File: config.mk
export PLATFORM = sky130hd
export DESIGN_NAME = ambient_light_auto_brightness_flat
export DESIGN_NICKNAME = d
export VERILOG_FILES = /design/src/rtl/alab_pkg.sv /design/src/rtl/alab_if.sv /design/src/rtl/alab_div.sv /design/src/rtl/alab_isqrt.sv /design/src/rtl/ambient_light_auto_brightness.sv /design/src/flat_wrapper.sv
export SDC_FILE = /design/constraint.sdc
export NUM_CORES = 2
export LEC_CHECK = 0
export ABC_AREA = 1
export BUFFER_PORTS_ARGS = -buffer_cell sky130_fd_sc_hd__buf_2
export CELL_PAD_IN_SITES_DETAIL_PLACEMENT = 1
export CELL_PAD_IN_SITES_GLOBAL_PLACEMENT = 1
export CORE_MARGIN = 4
export CORE_UTILIZATION = 49
export CTS_CLUSTER_SIZE = 30
export DETAILED_ROUTE_END_ITERATION = 16
export PLACE_DENSITY_LB_ADDON = 0.1
export SLEW_MARGIN = 20
export SYNTH_ARGS = -nofsm -noshare
export SYNTH_HDL_FRONTEND = slang
export SYNTH_HIERARCHICAL = 1
export SYNTH_SLANG_ARGS = --single-unit
File: constraint.sdc
create_clock -name clk -period 8.68 [get_ports clk]
set_clock_uncertainty 0.1 [all_clocks]
set_input_delay 1.302 -clock clk [delete_from_list [all_inputs] [get_ports clk]]
set_output_delay 1.302 -clock clk [all_outputs]
set_load 0.01 [all_outputs]
File: src/rtl/alab_pkg.sv
`timescale 1ns / 1ps
package alab_pkg;
	localparam int LUX_W      = 25;
	localparam int TIME_W     = 32;
	localparam int BR_W       = 10;
	localparam int NIT_W      = 12;
	localparam int DIVR_W     = 8;
	localparam int SMC_W      = 17;
	localparam int SS_W       = 16;
	localparam int CFG_IDX_W  = 3;
	localparam int CFG_DATA_W = 17;
	localparam int RAD_W      = 30;
	localparam int ROOT_W     = RAD_W / 2;
	localparam int DVD_W      = LUX_W;
	localparam int DVS_W      = NIT_W;
	localparam int PROD_W     = 24;

	localparam logic [BR_W-1:0]   BR_FLOOR_RST       = 10'd5;
	localparam logic [BR_W-1:0]   BRIGHTNESS_MAX_RST = 10'd255;
	localparam logic [NIT_W-1:0]  NIT_MIN_RST        = 12'd2;
	localparam logic [NIT_W-1:0]  NIT_MAX_RST        = 12'd450;
	localparam logic [DIVR_W-1:0] DIVISOR_RST        = 8'd10;
	localparam logic [SMC_W-1:0]  MIN_CHANGE_RST     = 17'd100;
	localparam logic [SS_W-1:0]   STABLE_SEC_RST     = 16'd1;
	localparam logic [BR_W-1:0]   MIN_STEP_RST       = 10'd5;
	localparam logic [BR_W-1:0]   BRIGHTNESS_TOP     = 10'd1023;

	typedef enum logic [CFG_IDX_W-1:0] {
		CFG_BR_FLOOR            = 3'd0,
		CFG_BRIGHTNESS_MAX      = 3'd1,
		CFG_NIT_MIN             = 3'd2,
		CFG_NIT_MAX             = 3'd3,
		CFG_LUX_RATE_DIVISOR    = 3'd4,
		CFG_STABLE_MIN_CHANGE   = 3'd5,
		CFG_STABLE_SECONDS      = 3'd6,
		CFG_MIN_BRIGHTNESS_STEP = 3'd7
	} cfg_idx_t;

	typedef enum logic [3:0] {
		ST_IDLE,
		ST_FIRST,
		ST_THR,
		ST_DECIDE,
		ST_SQRT,
		ST_MUL,
		ST_MAP_START,
		ST_MAP_DIV,
		ST_CHECK,
		ST_DONE
	} state_t;

	typedef struct packed {
		logic start;
		logic done;
	} unit_ctl_t;
endpackage

File: src/rtl/alab_if.sv
`timescale 1ns / 1ps
interface alab_smp_if import alab_pkg::*; ();
	logic              valid;
	logic              ready;
	logic [LUX_W-1:0]  lux;
	logic [TIME_W-1:0] now_seconds;
	logic [BR_W-1:0]   current_brightness;
	modport source (output valid, output lux, output now_seconds,
		output current_brightness, input ready);
	modport sink (input valid, input lux, input now_seconds,
		input current_brightness, output ready);
endinterface

interface alab_res_if import alab_pkg::*; ();
	logic            valid;
	logic            ready;
	logic            apply;
	logic [BR_W-1:0] new_brightness;
	modport source (output valid, output apply, output new_brightness, input ready);
	modport sink (input valid, input apply, input new_brightness, output ready);
endinterface

interface alab_cfg_if import alab_pkg::*; ();
	logic                  valid;
	logic                  ready;
	logic [CFG_IDX_W-1:0]  index;
	logic [CFG_DATA_W-1:0] data;
	modport source (output valid, output index, output data, input ready);
	modport sink (input valid, input index, input data, output ready);
endinterface

File: src/rtl/alab_div.sv
`timescale 1ns / 1ps
module alab_div import alab_pkg::*; (
	input  logic             clk,
	input  logic             arst_n,
	input  logic             start,
	input  logic [DVD_W-1:0] dividend,
	input  logic [DVS_W-1:0] divisor,
	output logic             done,
	output logic [DVD_W-1:0] quotient
);
	localparam int CNT_W = $clog2(DVD_W);
	localparam logic [CNT_W-1:0] LAST = CNT_W'(DVD_W - 1);

	logic             busy_q;
	logic             done_q;
	logic [CNT_W-1:0] cnt_q;
	logic [DVD_W-1:0] acc_q;
	logic [DVS_W-1:0] rem_q;
	logic [DVS_W-1:0] dvs_q;
	logic [DVS_W:0]   trial;
	logic             fits;

	// Restoring division: one quotient bit per cycle, shifted into the dividend register.
	assign trial = {rem_q, acc_q[DVD_W-1]};
	assign fits  = trial >= {1'b0, dvs_q};

	always_ff @(posedge clk or negedge arst_n) begin
		if (!arst_n) begin
			busy_q <= 1'b0;
			done_q <= 1'b0;
			cnt_q  <= '0;
		end else begin
			done_q <= 1'b0;
			if (start) begin
				busy_q <= 1'b1;
				cnt_q  <= '0;
			end else if (busy_q) begin
				cnt_q <= cnt_q + 1'b1;
				if (cnt_q == LAST) begin
					busy_q <= 1'b0;
					done_q <= 1'b1;
				end
			end
		end
	end

	always_ff @(posedge clk) begin
		if (start) begin
			acc_q <= dividend;
			rem_q <= '0;
			dvs_q <= divisor;
		end else if (busy_q) begin
			acc_q <= {acc_q[DVD_W-2:0], fits};
			rem_q <= fits ? DVS_W'(trial - {1'b0, dvs_q}) : trial[DVS_W-1:0];
		end
	end

	assign done     = done_q;
	assign quotient = acc_q;
endmodule

File: src/rtl/alab_isqrt.sv
`timescale 1ns / 1ps
module alab_isqrt import alab_pkg::*; (
	input  logic              clk,
	input  logic              arst_n,
	input  logic              start,
	input  logic [RAD_W-1:0]  radicand,
	output logic              done,
	output logic [ROOT_W-1:0] root
);
	localparam int CNT_W = $clog2(ROOT_W);
	localparam int REM_W = ROOT_W + 2;
	localparam logic [CNT_W-1:0] LAST = CNT_W'(ROOT_W - 1);

	logic              busy_q;
	logic              done_q;
	logic [CNT_W-1:0]  cnt_q;
	logic [RAD_W-1:0]  src_q;
	logic [REM_W-1:0]  rem_q;
	logic [ROOT_W-1:0] root_q;
	logic [REM_W+1:0]  part;
	logic [REM_W+1:0]  trial;
	logic              fits;

	// Two radicand bits enter per cycle; each cycle settles one root bit.
	assign part  = {rem_q, src_q[RAD_W-1 -: 2]};
	assign trial = {2'b00, root_q, 2'b01};
	assign fits  = part >= trial;

	always_ff @(posedge clk or negedge arst_n) begin
		if (!arst_n) begin
			busy_q <= 1'b0;
			done_q <= 1'b0;
			cnt_q  <= '0;
		end else begin
			done_q <= 1'b0;
			if (start) begin
				busy_q <= 1'b1;
				cnt_q  <= '0;
			end else if (busy_q) begin
				cnt_q <= cnt_q + 1'b1;
				if (cnt_q == LAST) begin
					busy_q <= 1'b0;
					done_q <= 1'b1;
				end
			end
		end
	end

	always_ff @(posedge clk) begin
		if (start) begin
			src_q  <= radicand;
			rem_q  <= '0;
			root_q <= '0;
		end else if (busy_q) begin
			src_q  <= {src_q[RAD_W-3:0], 2'b00};
			rem_q  <= fits ? REM_W'(part - trial) : part[REM_W-1:0];
			root_q <= {root_q[ROOT_W-2:0], fits};
		end
	end

	assign done = done_q;
	assign root = root_q;
endmodule

File: src/rtl/ambient_light_auto_brightness.sv
`timescale 1ns / 1ps
// Channel  Role    Payload
// smp      sink    lux, now_seconds, current_brightness
// res      source  apply, new_brightness
// cfg      sink    index, data (always ready)
//
// A first sample goes through ST_FIRST straight to ST_DONE; any other sample runs the bit-serial
// divider once for the threshold and, when the lux is accepted, the two-bit-per-cycle square root
// and a second divider pass (skipped when the nit limits are equal).
// One sample is in work at a time; the next is taken while a result waits in the output
// register, and a finished result waits until that register is free.
// Reset clears the history and loads the default register values.
module ambient_light_auto_brightness import alab_pkg::*; (
	input  logic        clk,
	input  logic        arst_n,
	alab_smp_if.sink    smp,
	alab_res_if.source  res,
	alab_cfg_if.sink    cfg
);
	state_t state_q, state_d;

	logic [BR_W-1:0]   bmin_q, bmax_q, mstep_q;
	logic [NIT_W-1:0]  nmin_q, nmax_q;
	logic [DIVR_W-1:0] divr_q;
	logic [SMC_W-1:0]  smc_q;
	logic [SS_W-1:0]   ss_q;

	logic              have_q, pend_q;
	logic [LUX_W-1:0]  last_lux_q;
	logic [TIME_W-1:0] last_time_q;

	logic [LUX_W-1:0]  lux_q, prev_q;
	logic [TIME_W-1:0] now_q;
	logic [BR_W-1:0]   cur_q;
	logic [NIT_W-1:0]  nit_q;
	logic signed [PROD_W-1:0] prod_q;
	logic signed [NIT_W:0]    den_q;
	logic              neg_q;
	logic [BR_W-1:0]   nb_q;
	logic              res_apply_q;
	logic [BR_W-1:0]   res_val_q;
	logic              out_valid_q, out_apply_q;
	logic [BR_W-1:0]   out_val_q;

	unit_ctl_t         div_ctl, sqrt_ctl;
	logic [DVD_W-1:0]  div_dvd, div_quo;
	logic [DVS_W-1:0]  div_dvs;
	logic [ROOT_W-1:0] root;
	logic [RAD_W-1:0]  rad;

	logic              accept;
	logic [LUX_W:0]    thr, thr2, floor_thr;
	logic [LUX_W-1:0]  diff;
	logic              big1, big2, held;
	logic [NIT_W-1:0]  nit_raw, nit_clamp;
	logic signed [BR_W:0]   span;
	logic signed [NIT_W:0]  off;
	logic [PROD_W-1:0] prod_abs;
	logic [NIT_W:0]    den_abs;
	logic signed [DVD_W+2:0] sq, bsum;
	logic [BR_W-1:0]   bsat, mag;
	logic              reject, out_free;

	assign accept   = smp.valid && smp.ready;
	assign out_free = !out_valid_q || res.ready;

	assign thr       = {1'b0, div_quo} + (LUX_W+1)'(256);
	assign floor_thr = {1'b0, smc_q, 8'b0};
	assign thr2      = (thr < floor_thr) ? floor_thr : thr;
	assign diff      = (lux_q >= last_lux_q) ? lux_q - last_lux_q : last_lux_q - lux_q;
	assign big1      = {1'b0, diff} >= thr;
	assign big2      = {1'b0, diff} >= thr2;
	assign held      = (now_q - last_time_q) >= {{(TIME_W-SS_W){1'b0}}, ss_q};
	assign rad       = {1'b0, lux_q, 4'b0} + {2'b0, lux_q, 3'b0} + {5'b0, lux_q};

	assign nit_raw   = {1'b0, root[ROOT_W-1:4]};
	assign nit_clamp = (nit_raw < nmin_q) ? nmin_q : ((nit_raw > nmax_q) ? nmax_q : nit_raw);

	assign span = $signed({1'b0, bmax_q}) - $signed({1'b0, bmin_q});
	assign off  = $signed({1'b0, nit_q}) - $signed({1'b0, nmin_q});

	assign prod_abs = prod_q[PROD_W-1] ? PROD_W'(-prod_q) : prod_q;
	assign den_abs  = den_q[NIT_W] ? (NIT_W+1)'(-den_q) : den_q;

	// The quotient of magnitudes is negated afterwards, so it truncates toward zero.
	assign sq   = neg_q ? -$signed({3'b000, div_quo}) : $signed({3'b000, div_quo});
	assign bsum = sq + $signed({{(DVD_W+3-BR_W){1'b0}}, bmin_q});
	assign bsat = bsum[DVD_W+2] ? '0 :
		((bsum > $signed({{(DVD_W+3-BR_W){1'b0}}, BRIGHTNESS_TOP})) ? BRIGHTNESS_TOP :
		bsum[BR_W-1:0]);

	assign mag    = (nb_q >= cur_q) ? nb_q - cur_q : cur_q - nb_q;
	assign reject = (mag < mstep_q) || (lux_q > prev_q && nb_q < cur_q) ||
		(lux_q < prev_q && nb_q > cur_q);

	assign div_dvd = (state_q == ST_IDLE) ? last_lux_q : {1'b0, prod_abs};
	assign div_dvs = (state_q == ST_IDLE) ?
		{4'b0, ((divr_q == '0) ? DIVR_W'(1) : divr_q)} : den_abs[NIT_W-1:0];

	alab_div u_div (
		.clk      (clk),
		.arst_n   (arst_n),
		.start    (div_ctl.start),
		.dividend (div_dvd),
		.divisor  (div_dvs),
		.done     (div_ctl.done),
		.quotient (div_quo)
	);

	alab_isqrt u_isqrt (
		.clk      (clk),
		.arst_n   (arst_n),
		.start    (sqrt_ctl.start),
		.radicand (rad),
		.done     (sqrt_ctl.done),
		.root     (root)
	);

	always_comb begin
		state_d        = state_q;
		div_ctl.start  = 1'b0;
		sqrt_ctl.start = 1'b0;
		case (state_q)
			ST_IDLE: begin
				if (smp.valid) begin
					if (have_q) begin
						div_ctl.start = 1'b1;
						state_d = ST_THR;
					end else begin
						state_d = ST_FIRST;
					end
				end
			end
			ST_FIRST: state_d = ST_DONE;
			ST_THR: begin
				if (div_ctl.done) begin
					state_d = ST_DECIDE;
				end
			end
			ST_DECIDE: begin
				if (pend_q && big2 && held) begin
					sqrt_ctl.start = 1'b1;
					state_d = ST_SQRT;
				end else begin
					state_d = ST_DONE;
				end
			end
			ST_SQRT: begin
				if (sqrt_ctl.done) begin
					state_d = ST_MUL;
				end
			end
			ST_MUL: state_d = (nmax_q == nmin_q) ? ST_CHECK : ST_MAP_START;
			ST_MAP_START: begin
				div_ctl.start = 1'b1;
				state_d = ST_MAP_DIV;
			end
			ST_MAP_DIV: begin
				if (div_ctl.done) begin
					state_d = ST_CHECK;
				end
			end
			ST_CHECK: state_d = ST_DONE;
			ST_DONE: begin
				if (out_free) begin
					state_d = ST_IDLE;
				end
			end
			default: state_d = ST_IDLE;
		endcase
	end

	assign smp.ready = (state_q == ST_IDLE);
	assign cfg.ready = 1'b1;

	always_ff @(posedge clk or negedge arst_n) begin
		if (!arst_n) begin
			state_q     <= ST_IDLE;
			bmin_q      <= BR_FLOOR_RST;
			bmax_q      <= BRIGHTNESS_MAX_RST;
			nmin_q      <= NIT_MIN_RST;
			nmax_q      <= NIT_MAX_RST;
			divr_q      <= DIVISOR_RST;
			smc_q       <= MIN_CHANGE_RST;
			ss_q        <= STABLE_SEC_RST;
			mstep_q     <= MIN_STEP_RST;
			have_q      <= 1'b0;
			pend_q      <= 1'b0;
			last_lux_q  <= '0;
			last_time_q <= '0;
			out_valid_q <= 1'b0;
		end else begin
			state_q <= state_d;
			if (cfg.valid) begin
				case (cfg_idx_t'(cfg.index))
					CFG_BR_FLOOR:            bmin_q  <= cfg.data[BR_W-1:0];
					CFG_BRIGHTNESS_MAX:      bmax_q  <= cfg.data[BR_W-1:0];
					CFG_NIT_MIN:             nmin_q  <= cfg.data[NIT_W-1:0];
					CFG_NIT_MAX:             nmax_q  <= cfg.data[NIT_W-1:0];
					CFG_LUX_RATE_DIVISOR:    divr_q  <= cfg.data[DIVR_W-1:0];
					CFG_STABLE_MIN_CHANGE:   smc_q   <= cfg.data[SMC_W-1:0];
					CFG_STABLE_SECONDS:      ss_q    <= cfg.data[SS_W-1:0];
					CFG_MIN_BRIGHTNESS_STEP: mstep_q <= cfg.data[BR_W-1:0];
					default: ;
				endcase
			end
			if (state_q == ST_FIRST) begin
				have_q      <= 1'b1;
				pend_q      <= 1'b1;
				last_lux_q  <= lux_q;
				last_time_q <= now_q;
			end
			if (state_q == ST_DECIDE) begin
				if (!pend_q) begin
					pend_q <= big1;
				end else if (big2 && held) begin
					pend_q      <= 1'b0;
					last_lux_q  <= lux_q;
					last_time_q <= now_q;
				end
			end
			if (state_q == ST_DONE && out_free) begin
				out_valid_q <= 1'b1;
			end else if (res.ready) begin
				out_valid_q <= 1'b0;
			end
		end
	end

	always_ff @(posedge clk) begin
		if (accept) begin
			lux_q <= smp.lux;
			now_q <= smp.now_seconds;
			cur_q <= smp.current_brightness;
		end
		case (state_q)
			ST_FIRST: begin
				res_apply_q <= 1'b0;
				res_val_q   <= cur_q;
			end
			ST_DECIDE: begin
				prev_q      <= last_lux_q;
				res_apply_q <= 1'b0;
				res_val_q   <= cur_q;
			end
			ST_SQRT: nit_q <= nit_clamp;
			ST_MUL: begin
				prod_q <= PROD_W'(span) * PROD_W'(off);
				den_q  <= $signed({1'b0, nmax_q}) - $signed({1'b0, nmin_q});
				nb_q   <= bmin_q;
			end
			ST_MAP_START: neg_q <= prod_q[PROD_W-1] ^ den_q[NIT_W];
			ST_MAP_DIV: nb_q <= bsat;
			ST_CHECK: begin
				res_apply_q <= !reject;
				res_val_q   <= reject ? cur_q : nb_q;
			end
			ST_DONE: begin
				if (out_free) begin
					out_apply_q <= res_apply_q;
					out_val_q   <= res_val_q;
				end
			end
			default: ;
		endcase
	end

	assign res.valid          = out_valid_q;
	assign res.apply          = out_apply_q;
	assign res.new_brightness = out_val_q;
endmodule

File: src/flat_wrapper.sv
// flat-port wrapper written by rule: the top's interface ports become plain ports
module ambient_light_auto_brightness_flat import alab_pkg::*;
  (clk, arst_n, smp_valid, smp_lux, smp_now_seconds, smp_current_brightness, smp_ready, res_valid, res_apply, res_new_brightness, res_ready, cfg_valid, cfg_index, cfg_data, cfg_ready);
  alab_smp_if smp_i ();
  alab_res_if res_i ();
  alab_cfg_if cfg_i ();
  input  logic clk;
  input  logic arst_n;
  input wire logic [$bits(smp_i.valid)-1:0] smp_valid;
  input wire logic [$bits(smp_i.lux)-1:0] smp_lux;
  input wire logic [$bits(smp_i.now_seconds)-1:0] smp_now_seconds;
  input wire logic [$bits(smp_i.current_brightness)-1:0] smp_current_brightness;
  output wire logic [$bits(smp_i.ready)-1:0] smp_ready;
  output wire logic [$bits(res_i.valid)-1:0] res_valid;
  output wire logic [$bits(res_i.apply)-1:0] res_apply;
  output wire logic [$bits(res_i.new_brightness)-1:0] res_new_brightness;
  input wire logic [$bits(res_i.ready)-1:0] res_ready;
  input wire logic [$bits(cfg_i.valid)-1:0] cfg_valid;
  input wire logic [$bits(cfg_i.index)-1:0] cfg_index;
  input wire logic [$bits(cfg_i.data)-1:0] cfg_data;
  output wire logic [$bits(cfg_i.ready)-1:0] cfg_ready;
  assign smp_i.valid = smp_valid;
  assign smp_i.lux = smp_lux;
  assign smp_i.now_seconds = smp_now_seconds;
  assign smp_i.current_brightness = smp_current_brightness;
  assign smp_ready = smp_i.ready;
  assign res_valid = res_i.valid;
  assign res_apply = res_i.apply;
  assign res_new_brightness = res_i.new_brightness;
  assign res_i.ready = res_ready;
  assign cfg_i.valid = cfg_valid;
  assign cfg_i.index = cfg_index;
  assign cfg_i.data = cfg_data;
  assign cfg_ready = cfg_i.ready;
  ambient_light_auto_brightness u_core (.clk(clk), .arst_n(arst_n), .smp(smp_i), .res(res_i), .cfg(cfg_i));
endmodule
==> reports/results.txt <==
count of antenna-violating nets left after detailed routing: 0
core box area: 80420 µm²
status: finished clean
gp weighted congestion: 0.9530
fraction of the mapped netlist area in compound gates: 10.90%
minimum setup slack in the final design: 0.6176 ns
timing-limited maximum frequency: 124.0 MHz
Critical Path Sink Type: flip-flop
total nets after synthesis: 5772
area after detailed placement: 41360 µm²
crit path buf inv count: 7
Tightest Pin Transition: 1.153 ns
dominant combinational cell family by area after synthesis: simple AND/OR/NAND/NOR gates
setup_tns: 0 ns
CTS tree: built
synth top area cells: sky130_fd_sc_hd__edfxtp_1, sky130_fd_sc_hd__nand2_1, sky130_fd_sc_hd__ha_1, sky130_fd_sc_hd__dfrtp_1, sky130_fd_sc_hd__fa_1
Arr. time, crit path: 8.32 ns
number of ports placed on the die boundary: 106
wire length of the first global-routing pass: 204.8 mm
fraction of the yosys area taken by sequential cells: 31.35%
count of antenna diodes in the layout: 0
postcts setup bufs: 0
#FFs+latches synth: 457
number of warnings issued by yosys: 6
total vias in the final route: 34900
unrepaired setup endpoints after global routing: no
Die Span X: 292.7 µm
Slew headroom: 22.83%
floorplan die height: 292.7 µm
initial cell density of the core: 49.38%
most instantiated flip-flop cell in the synthesis netlist: sky130_fd_sc_hd__edfxtp_1
Tcrit/Tclk final: 92.88%
first-iteration detailed-routing DRC count: 2294
HPWL Detailed: 101.7 mm
CP max stage delay: 0.57 ns
port buffer count: 104
delay-heaviest family, CP: adder cells
fraction of layout instances using a drive strength above 1: 7.618%
maximum number of buffers from clock root to sink: 3
number of synthesized flops with an enable pin: 241
number of cell rows: 104
critical-path cell with the highest stage delay: sky130_fd_sc_hd__dfstp_2
post-route minimum period: 8.062 ns
Post-CTS Hold Buffers: 0
Worst Setup Start Kind: flip-flop
reg-to-reg setup timing slack: 0.62 ns
final max-slew violation count: 0
maximum level of the CTS H-tree: 2
critical path type: flip-flop to flip-flop
post-CTS clock slew at the launch and capture registers of the worst setup and hold paths: 0.06 ns
Cell Area, Synth: 39710 µm²
later-pin clock latency in the skew report: 0.64 ns
hold violation count in the final report: 0
drt drc: 0
CP Data Required Time: 8.94 ns
number of gates given a new drive strength after cts: 0
top post-synthesis cells by count: sky130_fd_sc_hd__nand2_1, sky130_fd_sc_hd__inv_1, sky130_fd_sc_hd__ha_1, sky130_fd_sc_hd__nor2_1, sky130_fd_sc_hd__o21ai_0
FFs w/ async S/R, synth: 37.64%
synthesized-area fraction occupied by adder cells: 20.98%
number of iterations in the first detailed-routing pass: 5
count leader, synth: sky130_fd_sc_hd__nand2_1
number of max-capacitance violations reported: 0
multiplexer share of the synthesized area: 0.2048%
total routing usage reported by global routing: 30.09%
Syn-to-layout area delta: 9.090%
final layout net count: 5862
Yosys top cell by area: sky130_fd_sc_hd__edfxtp_1
worst-path fanout max: 12
setup slack at placement: 0.5641 ns
simple logic cell fraction of the synthesized area: 23.09%
total CTS buffers: 55
wire length after detailed routing: 128.6 mm
global route overflow: 0
final standard cell area without fillers: 43320 µm²
pin count of the biggest net entering global routing: 71
Routed wire per std cell: 20.37 µm
XOR/XNOR Fraction of Synth Area: 3.992%
count of cell types in the netlist: 70
full die area: 85660 µm²
TritonCTS Sinks: 457
number of global-route vias before repair: 36560
antenna violations before repair: 2
Synth Instances: 5115
share of the synthesized area in the top cell type: 18.22%
Avg Cell Area, Syn: 7.764 µm²
clock root cell: sky130_fd_sc_hd__clkbuf_16
number of vias per cell: 5.530
kind of path behind the tightest hold check: flip-flop to flip-flop
setup-violating endpoint count in the final report: 0
## routing by layer
layer / part of all wire, % / vias up / track usage (%)
met2: 46 / 704 / 50.09
met3: 4.7 / 189 / 3.230
met1: 45 / 17310 / 41.16
li1: - / 16700 / -
met4: 3.8 / 0 / 10.21
met5: 0 / - / 0
## placed cells by master, fill, tap and decap left out, drive strengths merged, types with 19 or more instances in the layout
cell and count:
a21oi 291, buf 135, clkbuf 72, clkinv 23, dfrtp 149, dfstp 23, dfxtp 44, edfxtp 241
fa 168, ha 397, inv 870, nand2 1373, nand3 222, nand4 75, nor2 366, nor3 56
o21a 19, o21ai 348, xnor2 63, xor2 118
## registers in the layout (all words and copies together) (netlist names), 13 cells and up
register and count:
u_core/den_q 13, u_core/last_lux_q 25, u_core/last_time_q 32, u_core/lux_q 25, u_core/now_q 32, u_core/prev_q 25, u_core/prod_q 24, u_core/smc_q 17
u_core/ss_q 16, u_core/u_div/quotient 25, u_core/u_isqrt/rem_q 17, u_core/u_isqrt/root 15, u_core/u_isqrt/src_q 30
## cell type report
type	instances	area, µm²
Fill cell	10080	37100
Multi-Input combinational cell	3683	23560
Sequential cell	457	12450
Inverter	872	3277
Clock buffer	71	1518
Tap cell	1060	1326
Timing Repair Buffer	136	782.0
Clock inverter	32	404.1
## through the flow
step                hold WS (ns)  cells  utilization [%]
floorplan                 0.3003   5115                -
global placement          0.3060   6207            51.43
detailed placement        0.3062   6207            51.43
CTS                       0.3187   6310            53.82
global route              0.3274   6311            53.87
finish                    0.3178   6311            53.87
## worst paths after layout
| path | from | end | cells past startpoint |
|---|---|---|---|
| worst max-delay path | u_core/bmin_q[2] | u_core/prod_q[23] | 35 |
| worst min-delay path | u_core/res_val_q[8] | u_core/res.new_brightness[8] | 0 |
| worst max register to register | u_core/bmin_q[2] | u_core/prod_q[23] | 35 |
| worst min register to register | u_core/res_val_q[8] | u_core/res.new_brightness[8] | 0 |
| max in group asynchronous | arst_n | u_core/last_lux_q[1] | 3 |
| min in group asynchronous | arst_n | u_core/nmin_q[4] | 1 |
## cells by family after synthesis
family	after synthesis
AND/OR/NAND/NOR	2144
AO/OA/AOI/OAI	784
multiplexers	8
other	1
flip-flops	457
adder cells (fa/ha/maj)	565
XOR/XNOR	181
buffers and inverters	975
Power is left out: the tool's default activity adds up to more than one toggle a clock period on the data nets, which glitch-free logic cannot reach.
